## config.mk

```make
export PLATFORM = sky130hd
export DESIGN_NAME = tmse_out_fifo
export DESIGN_NICKNAME = d
export VERILOG_FILES = /design/src/hdl/tmse_pkg.sv /design/src/hdl/tmse_out_fifo.sv
export SDC_FILE = /design/constraint.sdc
export NUM_CORES = 1
export LEC_CHECK = 0
export BUFFER_PORTS_ARGS = -buffer_cell sky130_fd_sc_hd__buf_2
export CAP_MARGIN = 20
export CORE_MARGIN = 2
export CORE_UTILIZATION = 55
export CTS_CLUSTER_SIZE = 16
export DETAILED_ROUTE_END_ITERATION = 10
export PLACE_DENSITY = 0.91
export SKIP_CTS_REPAIR_TIMING = 1
export SYNTH_ARGS = -nofsm -noshare
export SYNTH_HDL_FRONTEND = slang
export SYNTH_SLANG_ARGS = --single-unit
```

## constraint.sdc

```tcl
create_clock -name i_clk -period 10.7 [get_ports i_clk]
set_input_delay 1.07 -clock i_clk [delete_from_list [all_inputs] [get_ports i_clk]]
set_output_delay 1.07 -clock i_clk [all_outputs]
set_load 0.05 [all_outputs]
```

## src/hdl/tmse_pkg.sv

```systemverilog
`timescale 1ns / 1ps
// Shared types, constants and helpers of the Turing machine step engine.
package tmse_pkg;

    localparam int TAPE_CELLS_DEF  = 65536;
    localparam int STATE_COUNT_DEF = 5;

    localparam int STATUS_W = 2;
    localparam int HEAD_W   = 18;
    localparam int MSTATE_W = 3;
    localparam int STEPS_W  = 30;
    localparam int POS_W    = 16;
    localparam int PROG_W   = 60;
    localparam int ENTRY_W  = 6;
    localparam int ENTRIES  = 10;
    localparam int IDX_W    = 4;

    localparam int APB_DATA_W = 64;
    localparam int PADDR_W    = 6;
    localparam int REG_IDX_W  = 3;

    localparam logic [STATUS_W-1:0] ST_RUN   = 2'd0;
    localparam logic [STATUS_W-1:0] ST_HALT  = 2'd1;
    localparam logic [STATUS_W-1:0] ST_OOB   = 2'd2;
    localparam logic [STATUS_W-1:0] ST_LIMIT = 2'd3;

    localparam logic [REG_IDX_W-1:0] REG_PROGRAM_TABLE = 3'd0;
    localparam logic [REG_IDX_W-1:0] REG_START_STATE   = 3'd1;
    localparam logic [REG_IDX_W-1:0] REG_START_HEAD    = 3'd2;
    localparam logic [REG_IDX_W-1:0] REG_TRACK_CELLS   = 3'd3;
    localparam logic [REG_IDX_W-1:0] REG_STEP_LIMIT    = 3'd4;

    localparam logic [PROG_W-1:0]   PROGRAM_TABLE_RST = '0;
    localparam logic [MSTATE_W-1:0] START_STATE_RST   = 3'd0;
    localparam logic [POS_W-1:0]    START_HEAD_RST    = 16'd32768;
    localparam logic                TRACK_CELLS_RST   = 1'b1;
    localparam logic [STEPS_W-1:0]  STEP_LIMIT_RST    = 30'd1000000000;

    typedef struct packed {
        logic [PROG_W-1:0]   program_table;
        logic [MSTATE_W-1:0] start_state;
        logic [POS_W-1:0]    start_head;
        logic                track_cells;
        logic [STEPS_W-1:0]  step_limit;
    } t_cfg;

    typedef struct packed {
        logic [STATUS_W-1:0]      status;
        logic signed [HEAD_W-1:0] head_position;
        logic [MSTATE_W-1:0]      machine_state;
        logic [STEPS_W-1:0]       steps_taken;
        logic [POS_W-1:0]         cell_span;
    } t_result;

    // Picks transition entry idx from the packed table; unused codes give zero.
    function automatic logic [ENTRY_W-1:0] entry_sel(
        input logic [PROG_W-1:0] table_bits,
        input logic [IDX_W-1:0]  idx
    );
        logic [ENTRY_W-1:0] sel;
        sel = '0;
        for (int k = 0; k < ENTRIES; k++) begin
            if (idx == IDX_W'(k)) begin
                sel = table_bits[k*ENTRY_W +: ENTRY_W];
            end
        end
        return sel;
    endfunction

endpackage

```

## src/hdl/tmse_out_fifo.sv

```systemverilog
`timescale 1ns / 1ps
// Two-entry result queue between the step logic and the output channel.
module tmse_out_fifo (
    input  logic              i_clk,
    input  logic              i_rst_n,
    input  logic              i_push,
    input  tmse_pkg::t_result i_data,
    input  logic              i_pop,
    output logic              o_valid,
    output logic              o_full,
    output tmse_pkg::t_result o_data
);

    tmse_pkg::t_result r_data [2];
    logic              r_wr_ptr;
    logic              r_rd_ptr;
    logic [1:0]        r_count;
    logic              do_pop;

    assign o_valid = (r_count != 2'd0);
    assign o_full  = (r_count == 2'd2);
    assign o_data  = r_data[r_rd_ptr];
    assign do_pop  = i_pop & o_valid;

    always_ff @(posedge i_clk) begin
        if (!i_rst_n) begin
            r_wr_ptr <= 1'b0;
            r_rd_ptr <= 1'b0;
            r_count  <= 2'd0;
        end else begin
            if (i_push) begin
                r_wr_ptr <= ~r_wr_ptr;
            end
            if (do_pop) begin
                r_rd_ptr <= ~r_rd_ptr;
            end
            if (i_push && !do_pop) begin
                r_count <= r_count + 2'd1;
            end else if (!i_push && do_pop) begin
                r_count <= r_count - 2'd1;
            end
        end
    end

    always_ff @(posedge i_clk) begin
        if (i_push) begin
            r_data[r_wr_ptr] <= i_data;
        end
    end

endmodule

```

==> results by stage, run 1 <==
Flow run:
- The tool flagged a number of max-cap violations equal to 0.

Routing:
- For this block, the initial DRC count from the detailed router was between 100 and 150.
- In the detailed route, the total length drawn on met3 is ~530 microns.
- The remaining number of nets flagged by the antenna check after routing is 0.
- Signal routing reaches up to met5.
- The detailed-routing iteration count for the pre-antenna-repair pass is 6.
- In the final routing, the length of wire on met1 measures 3490 microns.
- The final layout contains routed wiring with a total length of 8650 microns.
- The routed via count divided by cell count is between 4 and 5.
- In the final routed layout, each cell accounts on average for 16.2 microns.
- In the detailed route, the total length drawn on met2 is 4580 microns.
- After detailed routing, the number of remaining DRC violations is 0.
- Across all layers, the routed design uses 2660 vias.

Timing:
- Setup total negative slack on the finished layout was measured at 0 ns.
- Once routing completed, OpenROAD measured the worst setup slack at about 7.5 ns.
- Of the available clock period, the critical path in the final layout requires 0.303.
- Headroom to the max-slew limit came out at 0.353.
- The total count of max-transition violations in the final report is 0.
- The final count of hold timing violations was 0.
- Setup repair after global routing left no endpoint under its margin.
- The clock period minus worst slack is 3.24 ns.
- Setup violations remaining at the end of the flow were counted as 0.
- At the pin with the least slew margin, the transition time is 0.971 ns.
- For this run, the top clock speed supported by timing is 309 MHz.
- The setup skew after layout is 0.00840 ns.

Critical path:
- The length in cells of the worst reg-to-reg path is 2.
- The kind of cell with the highest combined delay on the critical path is flip-flops.
- The signal on the critical path passes through mux2_2 > buf_2.
- The required time at the worst-slack endpoint is 9.63 ns.
- The arrival time of the worst setup path is 2.17 ns.
- The longest individual stage delay on the worst path is between 0.9 and 1 ns.
- The depth of the critical timing path with buffers and inverters included is 2.
- The endpoint identified for the worst register-to-register timing path is r_data[0][47]$_DFFE_PP_.
- The slowest stage of the critical path belongs to the cell sky130_fd_sc_hd__dfxtp_4.
- The maximum fanout along the worst path is 69.
- The worst setup path is launched from a flop.
- The type of the setup path with the least slack is flop to primary output.
- The category of the worst setup path capture point is a primary output.
- The worst register-to-register path begins at r_wr_ptr$_SDFFE_PN0P_.
- The combined buffer and inverter count along the critical path is 1.
- In this run the register-to-register setup slack is 8.81 ns.

Floorplanning:
- The overall die height is 102 microns.
- The total area inside the core boundary comes to 9240 sq um.
- The floorplan step set the die width to roughly 100 microns.
- In this run the count of I/O pins placed on the die edge is 144.
- The initial utilization of the core area, before any placement, comes to 0.567.
- The overall die area is roughly 10000 sq um.
- The standard-cell row count is 35.

Global routing:
- The sum of overflow across all layers after global routing is 0.
- The first global-routing pass estimated about 13000 microns of wire.
- Entering global routing, the biggest net connects 70 pins.
- The via count of the first global-routing pass was 2728.
- For this run, the total global-route usage over all layers was measured as 0.171.
- The initial antenna violation count came to 1.

Synth:
- Synthesis handed over a netlist of 237 instances.
- By instance count, the leading cell after synthesis is sky130_fd_sc_hd__edfxtp_1.
- The number of flops mapped to enable cells by yosys is 138.
- The synthesis warning total is 0.
- The share of synthesized flip-flops with an asynchronous set or reset is 0.
- The synthesized design contains 143 register bits.
- The number of nets in the synthesized netlist is 311.
- The biggest area contributor in the post-synthesis netlist is sky130_fd_sc_hd__edfxtp_1.
- The netlist area before placement is approximately 5200 sq um.
- Sorting the synthesized cells by how often they occur yields 138 x sky130_fd_sc_hd__edfxtp_1, 59 x sky130_fd_sc_hd__mux2_2, 10 x sky130_fd_sc_hd__mux2_4.
- The fraction of synthesized cell area taken by the top area cell type is 0.791.
- The average instance in the mapped netlist occupies 22.1 sq um.
- The share of the Yosys chip area taken by registers is 0.810.
- Yosys attributes the largest share of cell area to sky130_fd_sc_hd__edfxtp_1 79%, sky130_fd_sc_hd__mux2_2 13%, sky130_fd_sc_hd__mux2_4 2.9%.
- The most used flip-flop cell after synthesis is sky130_fd_sc_hd__edfxtp_1.
- After synthesis, the netlist uses 17 different library cells.

Clock network:
- The number of buffers created by CTS is 17.
- In this run the clock root is driven by a sky130_fd_sc_hd__clkbuf_8.
- After clock tree synthesis, the clock-pin slew on the worst setup and hold paths is approximately 0.06 ns.
- The largest buffer count on any clock path is 2.
- The number of H-tree branching levels is 4.
- The clock insertion delay at the later pin of the skew report is 0.49 ns.
- The clock net in this run drives a total of 143 sinks.
- The CTS tree is built.

Pwr:
- The worst vdd rail ir drop is 0.194 mV.
- The leakage power is 2.52 nW.
- The total power density per cell area is around 260 nW/um^2.

Placed design:
- Port buffering added 143 buffers.
- The routability congestion estimate is 0.705.
- The worst setup slack before clock tree synthesis is 7.89 ns.
- The total half-perimeter wirelength after legalization and detailed placement is 5530 microns.

Final layout:
- The share of final-layout standard cells stronger than drive strength 1 is 0.612.
- From synthesis to final layout, the design area changed by 26.6%.
- The total inserted antenna cells is 0.
- The net count of the finished layout is 466.

Worst hold path:
- The worst min-delay path startpoint is r_count[1]$_SDFFE_PN0P_.
- The count of cells along the worst hold path is 2.
- The worst min-delay path category is flop to flop.
- The end point of the worst hold path is r_count[1]$_SDFFE_PN0P_.

Status:
- The run finished with clean final reports.
-- area by class of cell --
class,count,area (sq um)
Sequential cell,143,4250
Fill cell,588,2610
Multi-Input combinational cell,86,945
Timing Repair Buffer,144,723
Clock buffer,18,418
Tap cell,129,161
Clock inverter,14,134
-- registers in the layout (all words and copies together), names as in the netlist, named ones only --
register  count
r_data      138
r_count       2
r_rd_ptr      1
r_wr_ptr      1
-- layout by cell type, fill, tap and decap left out --
cell type / count
sky130_fd_sc_hd__buf_4: 1
sky130_fd_sc_hd__o21a_1: 1
sky130_fd_sc_hd__ha_1: 1
sky130_fd_sc_hd__and2_4: 1
sky130_fd_sc_hd__nor2b_4: 1
sky130_fd_sc_hd__inv_6: 4
sky130_fd_sc_hd__dfxtp_4: 1
sky130_fd_sc_hd__nor2b_1: 2
sky130_fd_sc_hd__o21ai_1: 1
sky130_fd_sc_hd__or3_1: 1
sky130_fd_sc_hd__clkbuf_16: 16
sky130_fd_sc_hd__inv_8: 1
sky130_fd_sc_hd__clkbuf_8: 1
sky130_fd_sc_hd__clkinv_4: 4
sky130_fd_sc_hd__mux2_4: 10
sky130_fd_sc_hd__and2_1: 3
sky130_fd_sc_hd__or2_2: 1
sky130_fd_sc_hd__edfxtp_1: 138
sky130_fd_sc_hd__a21boi_1: 1
sky130_fd_sc_hd__buf_2: 143
sky130_fd_sc_hd__xnor2_1: 2
sky130_fd_sc_hd__clkinvlp_4: 1
sky130_fd_sc_hd__o21ai_0: 1
sky130_fd_sc_hd__mux2_2: 59
sky130_fd_sc_hd__clkbuf_1: 1
sky130_fd_sc_hd__clkinv_2: 3
sky130_fd_sc_hd__xor2_1: 1
sky130_fd_sc_hd__bufinv_16: 1
sky130_fd_sc_hd__dfxtp_1: 4
-- tightest hold or removal path, cell delays in order (launching register included) --
cell and delay (ns):
sky130_fd_sc_hd__dfxtp_1 0.34, sky130_fd_sc_hd__o21ai_0 0.09, sky130_fd_sc_hd__a21boi_1 0.06
-- per-layer routing --
layer	track usage	vias up
li1	-	1251
met1	0.203	1301
met2	0.290	100
met3	0.0676	6
met4	0.0520	2
met5	0	-
-- worst max path at each step --
stage / end / slack, ns / from
after floorplan: r_data[0][0]$_DFFE_PP_ / 6.07 / i_push
after global placement: r_data[0][65]$_DFFE_PP_ / 7.96 / i_push
after detailed placement: r_data[0][65]$_DFFE_PP_ / 7.89 / i_push
after CTS: o_data[13] / 7.42 / flop
after global routing: o_data[12] / 7.37 / flop
final: o_data[39] / 7.46 / flop
-- where the power goes --
group,switching (mW),internal (mW),leakage (nW)
sequential,0.0553,0.653,1.34
combinational,0.339,0.164,0.911
clock,0.223,0.313,0.272
total,0.617,1.13,2.52
-- kinds of logic (layout without fill, tap and decap cells) --
kind of cell,after synthesis,count (layout),synth area share
AOI/OAI and AO/OA,4,4,0.00478
xor gates and xnor gates,3,3,0.00502
adders and majority gates,1,1,0.00239
buffers and inverters,8,176,0.0112
DFF,143,143,0.810
muxes,69,69,0.156
and+or+nand+nor,9,9,0.0108
-- per-stage QoR --
stage / utilization / power, mW / cells / hold WS, ns / instance area [sq um]
floorplan: - / 1.13 / 237 / 0.474 / 5240
global placement: 0.658 / 1.22 / 502 / 0.491 / 6080
detailed placement: 0.658 / 1.22 / 502 / 0.520 / 6080
CTS: 0.717 / 1.76 / 534 / 0.534 / 6630
global route: 0.717 / 1.81 / 534 / 0.555 / 6630
finish: 0.717 / 1.75 / 534 / 0.540 / 6630
Note: power is estimated with default switching activity, not from simulation.
==> run 2: changes to the inputs <==
- CORE_UTILIZATION: 55 -> 47
- PLACE_DENSITY: 0.91 -> 0.84
- clock period: 10.7 -> 2.7 ns (I/O delays scaled with it)
==> run 2 against run 1 <==
Net effect:
- cell count up 15%
- clock skew fell by 0.0036 ns
- sequential share of layout area is 6.7 points lower
- hold slack got worse by 0.49 ns
- clock-buffer cell count rose by 2
- cell area is 12% higher
- critical path depth increased by 1
- sequential power grew to 3.8 times the previous value
- die area is 16% higher
- non-clock buffer count rose by 72
- first-iteration DRC count increased by 16%
- via count increased by 11%
==> results by stage, run 2 (synthesis gave the netlist of run 1 again) <==
Timing:
- The setup skew after layout was 0.00484 ns (-0.00357 ns).
- The worst hold margin was 0.0474 ns (-0.492 ns).
- The top achievable clock speed is 434 MHz.
- The total count of max-transition violations in the final report is 0 (unchanged).
- The relative max-transition margin is 0.355 (+0.00200).
- The total negative setup slack is 0 ns (unchanged).
- The clock period minus worst slack is about 2.3 ns.
- Setup repair after global routing left no endpoint under its margin.
- The final count of hold timing violations is 0 (unchanged).
- The transition at the pin with the smallest max-transition slack came to 0.968 ns (-0.00301 ns).
- The number of endpoints failing setup at the final stage is 0 (unchanged).
- The final clock period utilization by the worst path is 0.853.

Pwr:
- The part of the total power dissipated in the clock network was 0.319 (+0.012).
- The worst vdd rail ir drop is 0.667 mV (+240%).
- The total power density per cell area is 977 nW/um^2 (+270%).
- The internal power is 4.82 mW (+330%).
- The fraction of power spent switching nets was 0.334 (-0.0189).
- The leakage power was 2.84 nW (+13%).
- The portion of total power attributed to combinational logic is 0.305 (+0.017).
- The sequential group share of total power is 0.376 (-0.030).
- The switching power is 2.42 mW (+290%).

Critical path:
- The library cell contributing the largest single delay on the critical path is sky130_fd_sc_hd__dfxtp_4.
- The launching point of the worst reg2reg path is r_wr_ptr$_SDFFE_PN0P_.
- The length in cells of the worst reg-to-reg path is 1 (-1).
- The startpoint class of the critical path is a flop.
- The maximum fanout along the worst path is 31 (-55%).
- In this run the critical register-to-register path is captured at r_data[1][15]$_DFFE_PP_.
- The critical path goes through buf_4 > mux2_2 > buf_2.
- The worst setup path is captured at a primary output.
- The arrival time of the worst setup path came to 2.03 ns (-0.14 ns).
- The longest individual stage delay on the worst path came to 0.63 ns (-0.30 ns).
- The worst reg-to-reg setup slack came to 1.08 ns (-7.73 ns).
- By startpoint and endpoint, the worst setup path is classified as flop to primary output.
- The required time at the worst-slack endpoint is 2.43 ns (-7.20 ns).

Floorplanning:
- The effective utilization at floorplan was 0.483 (-0.0837).
- The overall die height is 110 microns (+7.9%).
- The horizontal die dimension is 110 microns (+7.9%).
- The overall die area is 12000 sq um (+16%).
- The standard-cell row count is 38 (+8.6%).
- The top-level I/O count came to 144 (unchanged).
- The floorplan core area was 10800 sq um (+17%).

Clock network:
- The root buffer cell chosen for the clock tree is sky130_fd_sc_hd__clkbuf_8.
- The CTS tree is built.
- The number of buffers created by CTS came to 17 (unchanged).
- The clock sink count is 143 (unchanged).
- The largest buffer count on any clock path came to 2 (unchanged).
- The clock slew seen by the registers of the worst setup and hold paths is 0.06 ns (about the same).
- The clock insertion delay at the later pin of the skew report was 0.51 ns (+0.02 ns).
- The number of H-tree branching levels is 4 (unchanged).

Final layout:
- The number of standard cells in the final layout excluding fillers is 616 (+15%).
- The largest registers in the layout are r_data (138), r_count (2).
- The flip-flop count of the largest register after layout is 138 (unchanged).
- Ranked by flip-flop count, first place goes to r_data.
- The total inserted antenna cells is 0 (unchanged).
- Leaving out fill and tap cells, the most frequent cell in the layout is sky130_fd_sc_hd__buf_2.
- The share of final-layout standard cells stronger than drive strength 1 is 0.517 (-0.0955).
- The net count of the finished layout is 538 (+15%).
- The cell area after layout is 7410 sq um (+12%).
- The number of fillers in the final layout is 715 (+22%).
- Compared with the post-synthesis result, the final layout area differs by 41.4%.
- The library cells used most frequently in the layout, excluding fill and tap cells, are 143 x sky130_fd_sc_hd__buf_2, 138 x sky130_fd_sc_hd__edfxtp_1, 69 x sky130_fd_sc_hd__dlygate4sd3_1.

Routing:
- The routed via count divided by cell count is 4.80 (-3.7%).
- The final routed wirelength across all metal layers was 10100 microns (+16%).
- The routed wire length per instance is 16.4 microns (+0.98%).
- The first-iteration detailed-routing DRC count is 131 (+16%).
- The total DRC errors in the routed layout is 0 (unchanged).
- The remaining number of nets flagged by the antenna check after routing came to 0 (unchanged).
- The detailed-routing iteration count for the pre-antenna-repair pass came to 6 (unchanged).
- The number of vias after detailed routing came to 2956 (+11%).

Global routing:
- The maximum number of pins on one net before global-route repair is 70 (unchanged).
- The initial antenna violation count was 0 (-1).
- The global-route wire length before repair came to 13300 microns (+2.3%).
- The sum of overflow across all layers after global routing is 0 (unchanged).
- The via count of the first global-routing pass is 2756 (+1.0%).
- The global-route total usage across every layer was 0.154 (-0.0175).

Placed design:
- The count of placed standard cells including taps is 516 (+2.8%).
- The total half-perimeter wirelength after legalization and detailed placement was 5840 microns (+5.6%).
- The routability congestion estimate is 0.697 (-1.2%).
- The number of port buffers is 143 (unchanged).
- The cell area after placement is 6130 sq um (+0.80%).

Status:
- The flow ran to the end, and the final reports show no timing, DRC or antenna violations.

Worst hold path:
- In this run the most critical hold path is launched from i_rst_n.
- For hold timing, the worst endpoint is r_count[0]$_SDFFE_PN0P_.
- The count of cells along the worst hold path is 2 (unchanged).
- The worst min-delay path category is primary input to flop.

Flow run:
- The max-cap check violation count is 0 (unchanged).
==> run 2: cell count changes in the layout (fill, tap and decap cells not counted), sizes merged <==
cell and delta:
clkbuf +2, clkinv -1, bufinv +3, inv -5, dlygate4sd3 +69, buf +3
==> run 2: final cells by class <==
type	count	area (sq um)	area share
clock buffer	20	425	0.0574
clock inverter	11	166	0.0225
timing repair buffer	216	1450	0.196
tap	140	175	0.0236
multi-input combinational	86	945	0.128
sequential	143	4250	0.573
==> run 2: critical path, delay by kind of cell, from the launching register on <==
family	cells	cell delay (ns)
DFF	1	0.63
muxes	1	0.35
buffers and inverters	2	0.52
==> run 2: worst max-delay path by stage <==
| stage | slack (ns) | cells past startpoint | from | end |
|---|---|---|---|---|
| floorplan | 0.14 | 1 | r_wr_ptr$_SDFFE_PN0P_ | r_data[0][0]$_DFFE_PP_ |
| global placement | 0.93 | 3 | flop | o_data[15] |
| detailed placement | 0.91 | 3 | flop | o_data[15] |
| CTS | 0.36 | 3 | flop | o_data[12] |
| global route | 0.28 | 3 | flop | o_data[12] |
| finish | 0.40 | 3 | flop | o_data[15] |
==> run 2: power by group through the flow <==
| stage | sequential [mW] | combinational (mW) | clock (mW) |
|---|---|---|---|
| floorplan | 2.67 | 1.81 | 0 |
| global placement | 2.75 | 2.11 | 0 |
| detailed placement | 2.77 | 2.13 | 0 |
| CTS | 2.72 | 2.14 | 2.35 |
| global route | 2.74 | 2.31 | 2.45 |
| finish | 2.72 | 2.21 | 2.31 |
==> run 2: per-stage QoR <==
stage | power, mW | utilization | setup WS, ns
floorplan | 4.48 | - | 0.141
global placement | 4.86 | 0.565 | 0.931
detailed placement | 4.90 | 0.565 | 0.910
CTS | 7.21 | 0.620 | 0.358
global route | 7.50 | 0.683 | 0.285
finish | 7.24 | 0.683 | 0.397
==> run 2: metal layers <==
layer	vias to the layer above	wire length, microns	GRT usage
met1	1442	3860	0.178
met2	108	5570	0.261
met4	0	119	0.0660
li1	1393	-	-
met5	-	0	0
met3	13	526	0.0516
