--- src/hdl/tmse_pkg.sv ---
`timescale 1ns / 1ps
// Shared types, constants and helpers of the Turing machine step engine.
package tmse_pkg;

    localparam int TAPE_CELLS_DEF  = 65536;
    localparam int STATE_COUNT_DEF = 5;

    localparam int STATUS_W = 2;
    localparam int HEAD_W   = 18;
    localparam int MSTATE_W = 3;
    localparam int STEPS_W  = 30;
    localparam int POS_W    = 16;
    localparam int PROG_W   = 60;
    localparam int ENTRY_W  = 6;
    localparam int ENTRIES  = 10;
    localparam int IDX_W    = 4;

    localparam int APB_DATA_W = 64;
    localparam int PADDR_W    = 6;
    localparam int REG_IDX_W  = 3;

    localparam logic [STATUS_W-1:0] ST_RUN   = 2'd0;
    localparam logic [STATUS_W-1:0] ST_HALT  = 2'd1;
    localparam logic [STATUS_W-1:0] ST_OOB   = 2'd2;
    localparam logic [STATUS_W-1:0] ST_LIMIT = 2'd3;

    localparam logic [REG_IDX_W-1:0] REG_PROGRAM_TABLE = 3'd0;
    localparam logic [REG_IDX_W-1:0] REG_START_STATE   = 3'd1;
    localparam logic [REG_IDX_W-1:0] REG_START_HEAD    = 3'd2;
    localparam logic [REG_IDX_W-1:0] REG_TRACK_CELLS   = 3'd3;
    localparam logic [REG_IDX_W-1:0] REG_STEP_LIMIT    = 3'd4;

    localparam logic [PROG_W-1:0]   PROGRAM_TABLE_RST = '0;
    localparam logic [MSTATE_W-1:0] START_STATE_RST   = 3'd0;
    localparam logic [POS_W-1:0]    START_HEAD_RST    = 16'd32768;
    localparam logic                TRACK_CELLS_RST   = 1'b1;
    localparam logic [STEPS_W-1:0]  STEP_LIMIT_RST    = 30'd1000000000;

    typedef struct packed {
        logic [PROG_W-1:0]   program_table;
        logic [MSTATE_W-1:0] start_state;
        logic [POS_W-1:0]    start_head;
        logic                track_cells;
        logic [STEPS_W-1:0]  step_limit;
    } t_cfg;

    typedef struct packed {
        logic [STATUS_W-1:0]      status;
        logic signed [HEAD_W-1:0] head_position;
        logic [MSTATE_W-1:0]      machine_state;
        logic [STEPS_W-1:0]       steps_taken;
        logic [POS_W-1:0]         cell_span;
    } t_result;

    // Picks transition entry idx from the packed table; unused codes give zero.
    function automatic logic [ENTRY_W-1:0] entry_sel(
        input logic [PROG_W-1:0] table_bits,
        input logic [IDX_W-1:0]  idx
    );
        logic [ENTRY_W-1:0] sel;
        sel = '0;
        for (int k = 0; k < ENTRIES; k++) begin
            if (idx == IDX_W'(k)) begin
                sel = table_bits[k*ENTRY_W +: ENTRY_W];
            end
        end
        return sel;
    endfunction

endpackage

--- src/hdl/tmse_cfg_regs.sv ---
`timescale 1ns / 1ps
// APB configuration register bank of the step engine.
module tmse_cfg_regs (
    input  logic                                i_clk,
    input  logic                                i_rst_n,
    input  logic                                psel,
    input  logic                                penable,
    input  logic                                pwrite,
    input  logic [tmse_pkg::PADDR_W-1:0]        paddr,
    input  logic [tmse_pkg::APB_DATA_W-1:0]     pwdata,
    output logic [tmse_pkg::APB_DATA_W-1:0]     prdata,
    output logic                                pready,
    output tmse_pkg::t_cfg                      o_cfg
);

    tmse_pkg::t_cfg                     r_cfg;
    logic                               wr_en;
    logic [tmse_pkg::REG_IDX_W-1:0]     reg_idx;

    assign pready  = 1'b1;
    assign wr_en   = psel & penable & pwrite;
    assign reg_idx = paddr[tmse_pkg::PADDR_W-1:3];
    assign o_cfg   = r_cfg;

    always_ff @(posedge i_clk) begin
        if (!i_rst_n) begin
            r_cfg.program_table <= tmse_pkg::PROGRAM_TABLE_RST;
            r_cfg.start_state   <= tmse_pkg::START_STATE_RST;
            r_cfg.start_head    <= tmse_pkg::START_HEAD_RST;
            r_cfg.track_cells   <= tmse_pkg::TRACK_CELLS_RST;
            r_cfg.step_limit    <= tmse_pkg::STEP_LIMIT_RST;
        end else if (wr_en) begin
            unique case (reg_idx)
                tmse_pkg::REG_PROGRAM_TABLE: begin
                    r_cfg.program_table <= pwdata[tmse_pkg::PROG_W-1:0];
                end
                tmse_pkg::REG_START_STATE: begin
                    r_cfg.start_state <= pwdata[tmse_pkg::MSTATE_W-1:0];
                end
                tmse_pkg::REG_START_HEAD: begin
                    r_cfg.start_head <= pwdata[tmse_pkg::POS_W-1:0];
                end
                tmse_pkg::REG_TRACK_CELLS: begin
                    r_cfg.track_cells <= pwdata[0];
                end
                tmse_pkg::REG_STEP_LIMIT: begin
                    r_cfg.step_limit <= pwdata[tmse_pkg::STEPS_W-1:0];
                end
                default: begin
                end
            endcase
        end
    end

    always_comb begin
        prdata = '0;
        unique case (reg_idx)
            tmse_pkg::REG_PROGRAM_TABLE: prdata = tmse_pkg::APB_DATA_W'(r_cfg.program_table);
            tmse_pkg::REG_START_STATE:   prdata = tmse_pkg::APB_DATA_W'(r_cfg.start_state);
            tmse_pkg::REG_START_HEAD:    prdata = tmse_pkg::APB_DATA_W'(r_cfg.start_head);
            tmse_pkg::REG_TRACK_CELLS:   prdata = tmse_pkg::APB_DATA_W'(r_cfg.track_cells);
            tmse_pkg::REG_STEP_LIMIT:    prdata = tmse_pkg::APB_DATA_W'(r_cfg.step_limit);
            default:                     prdata = '0;
        endcase
    end

endmodule

--- config.mk ---
export PLATFORM = sky130hd
export DESIGN_NAME = tmse_cfg_regs
export DESIGN_NICKNAME = d
export VERILOG_FILES = /design/src/hdl/tmse_pkg.sv /design/src/hdl/tmse_cfg_regs.sv
export SDC_FILE = /design/constraint.sdc
export NUM_CORES = 1
export LEC_CHECK = 0
export BUFFER_PORTS_ARGS = -buffer_cell sky130_fd_sc_hd__buf_4
export CORE_MARGIN = 4
export CORE_UTILIZATION = 47
export CTS_CLUSTER_DIAMETER = 60
export DETAILED_ROUTE_END_ITERATION = 10
export PLACE_DENSITY = 0.8
export SYNTH_ARGS = -nofsm -noshare
export SYNTH_HDL_FRONTEND = slang
export SYNTH_SLANG_ARGS = --single-unit
--- constraint.sdc ---
create_clock -name i_clk -period 1.77 [get_ports i_clk]
set_input_delay 0.354 -clock i_clk [delete_from_list [all_inputs] [get_ports i_clk]]
set_output_delay 0.354 -clock i_clk [all_outputs]
set_load 0.02 [all_outputs]
==> flow_metrics.py, run 1 <==
metrics = {
    "status": {
        "status": "finished, final reports clean",
    },
    "clock_network": {
        "postCtsHoldBufs": 0,
        "postCtsSetupBuffers": 0,
        "path_clk_slew_ns": 0.10,
        "insertion_delay_ns": 0.36,
        "cts_buffers": 9,
        "cts_tree": "built",
        "cts_htree_levels": 3,
        "clkSinkCount": 110,
        "cts_root_buf": "clkbuf_8",
        "cts_buffer_depth": 2,
    },
    "finish": {
        "fin_nets": 856,
        "most-common-layout-cells": "243 x buf_4, 155 x nand2_1, 126 x mux2i_1, 109 x dfxtp_1, 30 x and2_1",
        "syn2layout_area_growth_pct": 41.16,
        "drive_gt1_share_pct": 35.50,
        "finalNonFillerCells": 926,
        "final_common_cell": "buf_4",
        "design_area_um2": 7360,
        "antennaDiodeCount": 0,
        "largest_reg_flops": 110,
    },
    "worst_setup_path": {
        "r2r-end": "o_cfg[0]",
        "r2r_cells": 2,
        "r2r_start": "o_cfg[0]",
        "path_class": "flip-flop to primary output",
        "critical_path.max_fanout": 3,
        "crit_required_ns": 1.42,
        "cp-end-kind": "primary output",
        "crit_arrival_ns": 1.33,
        "worstSetupStartpointType": "flip-flop",
        "rrSetupSlack_ns": 1.08,
    },
    "timing": {
        "finalSetupViolCount": 0,
        "finClkSkew_ns": 0,
        "period_minus_slack_ns": 1.680,
        "rsz0062_at_grt": "no",
        "timing.hold.ws_ns": 0.2448,
        "finalHoldViolCount": 0,
        "fin_crit_sh_pct": 94.91,
        "fin_ws_ns": 0.09016,
        "final_max_slew_viol_count": 0,
        "tns_ns": 0,
        "fmax_mhz": 595.3,
    },
    "pwr": {
        "p_per_area_nw_per_um2": 623.9,
        "ir_drop_mv": 0.4382,
        "seq_power_share_pct": 54.6,
        "p_leak_nw": 3.210,
        "pwr-share-clk_pct": 33.6,
        "p_sw_share_pct": 24.27,
        "p_int_mw": 3.477,
        "switchingPower_mw": 1.114,
        "comb_power_share_pct": 11.8,
    },
    "die": {
        "initial_core_util_pct": 48.10,
        "core.rowCount": 38,
        "dieHeight_um": 113.3,
        "dieWidth_um": 113.3,
        "ios": 250,
        "coreArea_um2": 10840,
        "die_area_um2": 12840,
    },
    "hold_path": {
        "min_to": "o_cfg[89]",
        "hold_path_class": "primary input to flip-flop",
        "hold_path_depth": 3,
        "hp-start": "pwdata[39]",
    },
    "run": {
        "cap_viol_max_count": 0,
    },
    "global_route": {
        "grt_pass1_wl_um": 22880,
        "track_usage_pct": 21.72,
        "grt_max_degree": 89,
        "antenna_found_initial": 0,
        "grt_pass1_vias": 4525,
        "grt_overflow_total": 0,
    },
    "route": {
        "drt-total-wl_um": 14770,
        "first_pass_iters": 4,
        "antenna_left": 0,
        "viasPerCell": 5.095,
        "dr.first_iter.drc_count": 212,
        "drc": 0,
        "wire_per_inst_um": 15.95,
        "num_vias": 4718,
    },
    "placed_design": {
        "dpl_cell_area_um2": 7152,
        "dpl_worst_slack_ns": 0.04086,
        "place.gp.congestion": 0.8457,
        "placedCellCount": 910,
        "dpl.hpwl_um": 11110,
        "port_buffers": 237,
    },
    "synth": {
        "yosys.area.top_type": "dfxtp_1",
        "synth_top_area_share_pct": 42.24,
        "synthCells": 563,
        "post_synth_instance_area_um2": 5214,
        "synth-seq-cells": 110,
        "yosysUniqueCellTypes": 28,
        "yosys_warnings": 0,
        "synth_seq_area_share_pct": 42.24,
        "synth.avg_cell_area_um2": 9.261,
        "synth_area_leaders": "dfxtp_1 42%, mux2i_1 24%, nand2_1 11%",
    },
}
[worst max-delay path, stage by stage, from the launching register on]
cell and delay (ns):
dfxtp_2 0.34, mux2i_1 0.15, nor3_1 0.07, a211o_1 0.26, buf_4 0.16
[kinds of logic after synthesis]
family                 share of synthesized area (%)
buffers and inverters                          6.071
other                                         0.1440
DFF                                            42.24
muxes                                          24.19
AOI/OAI and AO/OA                              5.544
and+or+nand+nor                                21.81
[synthesized netlist by cell type]
cell	count
inv_1	1
a211o_1	2
a2bb2oi_1	13
nor3_1	2
nor2_1	14
a22o_1	14
buf_2	7
o21ai_0	2
conb_1	2
buf_6	11
buf_4	8
clkbuf_1	25
nor4bb_1	2
o2bb2ai_1	1
dfxtp_1	110
nor3b_4	1
o311ai_0	1
nor3_4	1
mux2i_1	126
o21a_1	1
nand4_2	1
nor3b_2	1
nand2b_1	1
nor2b_1	28
and2_1	30
nand4b_4	1
nand2_1	155
nor3_2	2
[repair_timing]
item / 4_1_cts / 5_1_grt
endpoints found under the setup margin: 0 / 9
hold endpoints to repair: 0 / 0
gates resized for setup: 0 / 3
[layer usage]
layer	part of all wire (%)	GRT usage [%]
met1	40	25.54
met2	52	39.69
met3	6.2	3.904
met4	1.9	7.212
met5	0	0
[power groups by stage]
stage | Sequential (mW) | Combinational (mW) | Clock [mW]
5_1_grt | 2.51 | 0.582 | 1.68
4_1_cts | 2.51 | 0.542 | 1.58
6_report | 2.51 | 0.542 | 1.54
3_3_place_gp | 2.56 | 0.526 | 0
2_1_floorplan | 2.58 | 0.273 | 0
3_5_place_dp | 2.56 | 0.541 | 0
[per-stage QoR]
step	power (mW)	utilization, %
final	4.592	67.89
after detailed placement	3.106	65.97
after global routing	4.771	67.89
after global placement	3.089	65.97
after floorplan	2.857	-
after CTS	4.631	67.82
[worst max-delay path by stage]
stage,start,to,slack [ns],depth (start not counted)
after global routing,o_cfg[33],prdata[2],0.003,4
after floorplan,paddr[5],prdata[11],0.04,5
final,o_cfg[33],prdata[2],0.09,4
after detailed placement,paddr[4],prdata[13],0.04,6
after global placement,paddr[4],prdata[15],0.06,6
after CTS,paddr[4],prdata[13],0.03,6
[layout make-up]
cell class / count / area [µm²]
well taps: 140 / 175.2
fillers: 876 / 3481
flip-flops and latches: 110 / 2203
clock buffers: 12 / 155.1
clock inverters: 4 / 45.04
repair buffers: 255 / 2056
inverters: 1 / 3.754
multi-input cells: 404 / 2721
Note: power is estimated with default switching activity, not from simulation.
==> run 2: changes to the inputs <==
REMOVE_ABC_BUFFERS = 1   (was unset)
==> run 2 against run 1 <==
Against the previous run:
- sequential share of layout area down 0.93 points
- flip-flop and latch count stayed put
- wire length rose by 5.0%
- hold slack lost 0.019 ns
- clock-buffer cell count unchanged
- register-to-register slack is essentially flat
- worst setup slack got worse by 0.057 ns
- via count grew 2.1%
- die area did not move
- final area grew 3.3%
- critical path type is now primary input to primary output
- largest cell class unchanged
- largest power group unchanged
- highest routed layer unchanged
==> flow_metrics.py, run 2 (same netlist as run 1, synthesis figures left out) <==
metrics = {
    "status": {
        "status": "finished, final reports clean",
    },
    "finish": {
        "drive_gt1_share_pct": 37.02,
        "largest_reg_flops": 110,
        "fill_cells": 845,
        "most-common-layout-cells": "254 x buf_4, 155 x nand2_1, 126 x mux2i_1, 108 x dfxtp_1, 30 x and2_1",
        "fin_nets": 875,
        "antennaDiodeCount": 0,
        "design_area_um2": 7600,
        "final_common_cell": "buf_4",
        "syn2layout_area_growth_pct": 45.76,
    },
    "worst_setup_path": {
        "path_common_cell": "buf_6",
        "path_cells": "buf_12 -> buf_6 -> nor3_4 -> buf_6 -> buf_6 -> a22o_1 -> buf_4",
        "r2r-end": "o_cfg[30]",
        "critical-path-max-stage-delay_ns": 0.19,
        "cp-end-kind": "primary output",
        "worstSetupStartpointType": "primary input",
        "crit_required_ns": 1.42,
        "crit_path_top_delay_cell": "buf_6",
        "r2r_start": "o_cfg[30]",
        "r2r_cells": 2,
        "crit_arrival_ns": 1.38,
        "critical_path.max_fanout": 8,
        "rrSetupSlack_ns": 1.07,
        "path_class": "primary input to primary output",
    },
    "placed_design": {
        "dpl_worst_slack_ns": -0.0009763,
        "dpl_cell_area_um2": 7167,
        "place.gp.congestion": 0.9260,
        "dpl.hpwl_um": 11200,
        "port_buffers": 237,
    },
    "hold_path": {
        "hp-start": "pwdata[54]",
        "min_to": "o_cfg[104]",
        "hold_path_class": "primary input to flip-flop",
        "hold_path_depth": 3,
    },
    "run": {
        "cap_viol_max_count": 0,
    },
    "route": {
        "drt-total-wl_um": 15510,
        "dr.first_iter.drc_count": 233,
        "wire_per_inst_um": 16.41,
        "num_vias": 4817,
        "antenna_left": 0,
        "first_pass_iters": 4,
        "viasPerCell": 5.097,
        "drc": 0,
    },
    "timing": {
        "final_max_slew_viol_count": 0,
        "fmax_mhz": 575.6,
        "rsz0062_at_grt": "yes",
        "finClkSkew_ns": 0,
        "finalHoldViolCount": 0,
        "timing.hold.ws_ns": 0.2261,
        "fin_crit_sh_pct": 98.15,
        "finalSetupViolCount": 0,
        "period_minus_slack_ns": 1.737,
        "fin_ws_ns": 0.03275,
    },
    "pwr": {
        "p_per_area_nw_per_um2": 634.9,
        "p_total_mw": 4.825,
        "ir_drop_mv": 0.3324,
        "p_leak_nw": 3.337,
    },
    "clock_network": {
        "insertion_delay_ns": 0.36,
        "cts_tree": "built",
        "cts_htree_levels": 3,
        "clkSinkCount": 110,
        "cts_root_buf": "clkbuf_8",
        "postCtsHoldBufs": 0,
        "cts_buffer_depth": 2,
        "path_clk_slew_ns": 0.11,
        "cts_buffers": 9,
    },
    "die": {
        "core.rowCount": 38,
        "initial_core_util_pct": 48.10,
        "die_area_um2": 12840,
        "dieHeight_um": 113.3,
        "dieWidth_um": 113.3,
        "coreArea_um2": 10840,
        "ios": 250,
    },
    "global_route": {
        "grt_pass1_wl_um": 22960,
        "antenna_found_initial": 0,
        "track_usage_pct": 22.01,
        "grt_overflow_total": 0,
        "grt_max_degree": 58,
        "grt_pass1_vias": 4628,
    },
}
==> run 2: cell types whose count changed in the layout (fill, tap and decap cells not counted), moves of 3 or more <==
cell       change
buf_4         +11
buf_6          +5
clkbuf_16      +3
clkinv_2       -3
==> run 2: worst max path at each step <==
stage               startpoint  cells after the start    endpoint
global placement      paddr[4]                      6  prdata[28]
floorplan             paddr[4]                      3  o_cfg[100]
CTS                   paddr[4]                      6  prdata[25]
finish                paddr[4]                      7  prdata[24]
detailed placement    paddr[4]                      6  prdata[39]
global route          paddr[4]                      7  prdata[16]
==> run 2: stage by stage <==
| stage | util [%] | cells | TNS [ns] |
|---|---|---|---|
| after floorplan | - | 515 | -175.56 |
| after global placement | 66.11 | 917 | 0 |
| after detailed placement | 66.11 | 917 | -0.001379 |
| after CTS | 68.29 | 933 | 0 |
| after global routing | 70.11 | 945 | -0.007128 |
| final | 70.11 | 945 | 0 |
==> run 2: layer usage <==
layer | track usage, % | wire (µm) | vias up | share of wire, %
met5 | 0 | 0 | - | 0
met4 | 7.772 | 283 | 0 | 1.8
met3 | 4.599 | 1026 | 23 | 6.6
met2 | 39.69 | 7858 | 189 | 51
met1 | 25.74 | 6343 | 2256 | 41
li1 | - | - | 2349 | -
==> run 2: final cells by class <==
class                      instances  area [µm²]  area share (%)
sequential                       110        2205           29.01
clock inverter                     4       77.57           1.021
clock buffer                      12       155.1           2.041
multi-input combinational        404        2719           35.78
timing repair buffer             274        2265           29.80
inverter                           1       3.754         0.04939
tap                              140       175.2           2.305
==> run 2: timing repair <==
action | in CTS | in global routing
gates cloned | 0 | 5
endpoints found under the setup margin | 3 | 44
gates resized for setup | 1 | 16
setup buffers | 0 | 7
pin swaps | 0 | 3
==> run 2: report_power, final <==
| group | internal, mW | switching [mW] | leakage [nW] |
|---|---|---|---|
| clock network | 0.884 | 0.845 | 0.117 |
| logic | 0.292 | 0.296 | 2.33 |
| registers | 2.49 | 0.0162 | 0.888 |
==> run 2: worst max-delay path: cells and delay by family <==
family | cells | cell delay, ns
buffers and inverters | 5 | 0.70
AOI/OAI and AO/OA | 1 | 0.14
and+or+nand+nor | 1 | 0.17
==> run 3: changes to the inputs <==
BUFFER_PORTS_ARGS = -buffer_cell sky130_fd_sc_hd__clkbuf_2   (was -buffer_cell sky130_fd_sc_hd__buf_4)
==> run 3 against run 2 <==
Against the previous run:
- clock power down 24%
- global-route usage increased by 1.2 points
- clock skew is the same
- critical path depth unchanged
- worst setup slack worse by 0.0035 ns
- first-iteration DRC count rose by 24%
- utilization shrank 4.1 points
- sequential power about the same
- final area decreased by 5.9%
- sequential share of layout area grew 1.9 points
- critical endpoint is now prdata[10]
- largest power group unchanged
==> flow_metrics.py, run 3 (same netlist as run 1, synthesis figures left out) <==
metrics = {
    "status": {
        "status": "finished, final reports clean",
    },
    "timing": {
        "rsz0062_at_grt": "no",
        "finalHoldViolCount": 0,
        "finClkSkew_ns": 0,
        "finalSetupViolCount": 0,
        "period_minus_slack_ns": 1.741,
        "tns_ns": 0,
        "final_max_slew_viol_count": 0,
        "timing.hold.ws_ns": 0.2091,
        "fin_crit_sh_pct": 98.35,
        "fmax_mhz": 574.5,
    },
    "worst_setup_path": {
        "crit_required_ns": 1.42,
        "crit_arrival_ns": 1.39,
        "r2r_cells": 2,
        "worstSetupStartpoint": "paddr[5]",
        "r2r-end": "o_cfg[51]",
        "endpoint": "prdata[10]",
        "path_class": "primary input to primary output",
        "critical-path-max-stage-delay_ns": 0.19,
        "crit_path_top_delay_cell": "clkbuf_2",
        "worstSetupStartpointType": "primary input",
        "path_common_cell": "clkbuf_2",
        "path_cells": "clkbuf_2 -> nor2b_2 -> buf_4 -> buf_12 -> a2bb2oi_1 -> nor2_1 -> clkbuf_2",
        "cp-end-kind": "primary output",
        "critical_path.max_fanout": 8,
        "rrSetupSlack_ns": 1.07,
        "r2r_start": "o_cfg[51]",
    },
    "hold_path": {
        "hp-start": "pwdata[55]",
        "hold_path_class": "primary input to flip-flop",
    },
    "finish": {
        "ff_latch_area_um2": 2210,
        "final_common_cell": "clkbuf_2",
        "antennaDiodeCount": 0,
        "most-common-layout-cells": "204 x clkbuf_2, 155 x nand2_1, 126 x mux2i_1, 104 x dfxtp_1, 27 x nor2b_1",
        "finalNonFillerCells": 938,
        "syn2layout_area_growth_pct": 37.20,
        "drive_gt1_share_pct": 38.60,
        "multiInputGateArea_um2": 2756,
        "largest_reg_flops": 110,
        "fin_nets": 872,
        "fill_cells": 863,
        "design_area_um2": 7153,
    },
    "run": {
        "cap_viol_max_count": 0,
    },
    "route": {
        "drc": 0,
        "wire_per_inst_um": 16.26,
        "viasPerCell": 5.194,
        "first_pass_iters": 5,
        "drt-total-wl_um": 15250,
        "dr.first_iter.drc_count": 289,
        "num_vias": 4872,
        "antenna_left": 0,
    },
    "global_route": {
        "grt_overflow_total": 0,
        "grt_pass1_vias": 4855,
        "grt_pass1_wl_um": 24210,
        "track_usage_pct": 23.17,
        "grt_max_degree": 62,
        "antenna_found_initial": 0,
    },
    "placed_design": {
        "port_buffers": 237,
        "placedCellCount": 922,
        "place.gp.congestion": 0.9551,
        "dpl_cell_area_um2": 6639,
        "dpl.hpwl_um": 10890,
    },
    "pwr": {
        "p_per_area_nw_per_um2": 608.9,
        "p_leak_nw": 3.179,
        "ir_drop_mv": 0.3249,
    },
    "die": {
        "ios": 250,
        "dieHeight_um": 113.3,
        "core.rowCount": 38,
        "die_area_um2": 12840,
        "dieWidth_um": 113.3,
        "initial_core_util_pct": 48.10,
        "coreArea_um2": 10840,
    },
    "clock_network": {
        "cts_root_buf": "clkbuf_8",
        "cts_buffer_depth": 2,
        "path_clk_slew_ns": 0.10,
        "clkSinkCount": 110,
        "cts_htree_levels": 3,
        "cts_buffers": 9,
        "insertion_delay_ns": 0.35,
        "cts_tree": "built",
        "postCtsHoldBufs": 0,
    },
}
-- run 3: repair_timing --
item / CTS / global route
resized for setup: 52 / 43
endpoints found under the setup margin: 55 / 28
pin swaps: 1 / 4
setup buffers: 2 / 0
cloned: 2 / 1
-- run 3: cell type report --
type | count | area share, %
Clock buffer | 10 | 1.924
Clock inverter | 2 | 0.1749
Inverter | 1 | 0.05248
Multi-Input combinational cell | 404 | 38.53
Sequential cell | 110 | 30.89
Tap cell | 140 | 2.449
Timing Repair Buffer | 271 | 25.98
-- run 3: routing by layer --
layer	vias to the layer above	GRT usage [%]	routed length, µm	share of wire [%]
met5	-	0	0	0
met3	18	4.866	1061	7.0
met4	0	6.410	189	1.2
met2	196	41.75	7812	51
met1	2337	27.84	6187	41
li1	2321	-	-	-
-- run 3: worst min-delay path by stage --
| stage | end | slack [ns] | depth (start not counted) |
|---|---|---|---|
| floorplan | o_cfg[30] | 0.45 | 1 |
| detailed placement | o_cfg[85] | 0.46 | 2 |
| finish | o_cfg[105] | 0.21 | 3 |
| global placement | o_cfg[108] | 0.45 | 2 |
| CTS | o_cfg[109] | 0.19 | 3 |
| global route | o_cfg[87] | 0.19 | 3 |
-- run 3: worst max-delay path, delay by kind of cell --
kind,cells,cell delay [ns]
compound gates,1,0.06
buf+inv,4,0.66
simple gates,2,0.30
-- run 3: where the power goes --
part / total (mW) / switching, mW / internal [mW]
combinational: 0.540 / 0.301 / 0.239
clock: 1.31 / 0.789 / 0.519
sequential: 2.51 / 0.0157 / 2.49
total: 4.36 / 1.11 / 3.25
-- run 3: metrics by stage --
step	power, mW	worst slack [ns]	util, %
finish	4.355	0.02922	65.99
floorplan	2.761	-2.554	-
global placement	3.042	-0.06781	61.24
global route	4.547	0.001898	65.99
CTS	4.370	0.0003543	65.10
detailed placement	3.059	-0.1273	61.24
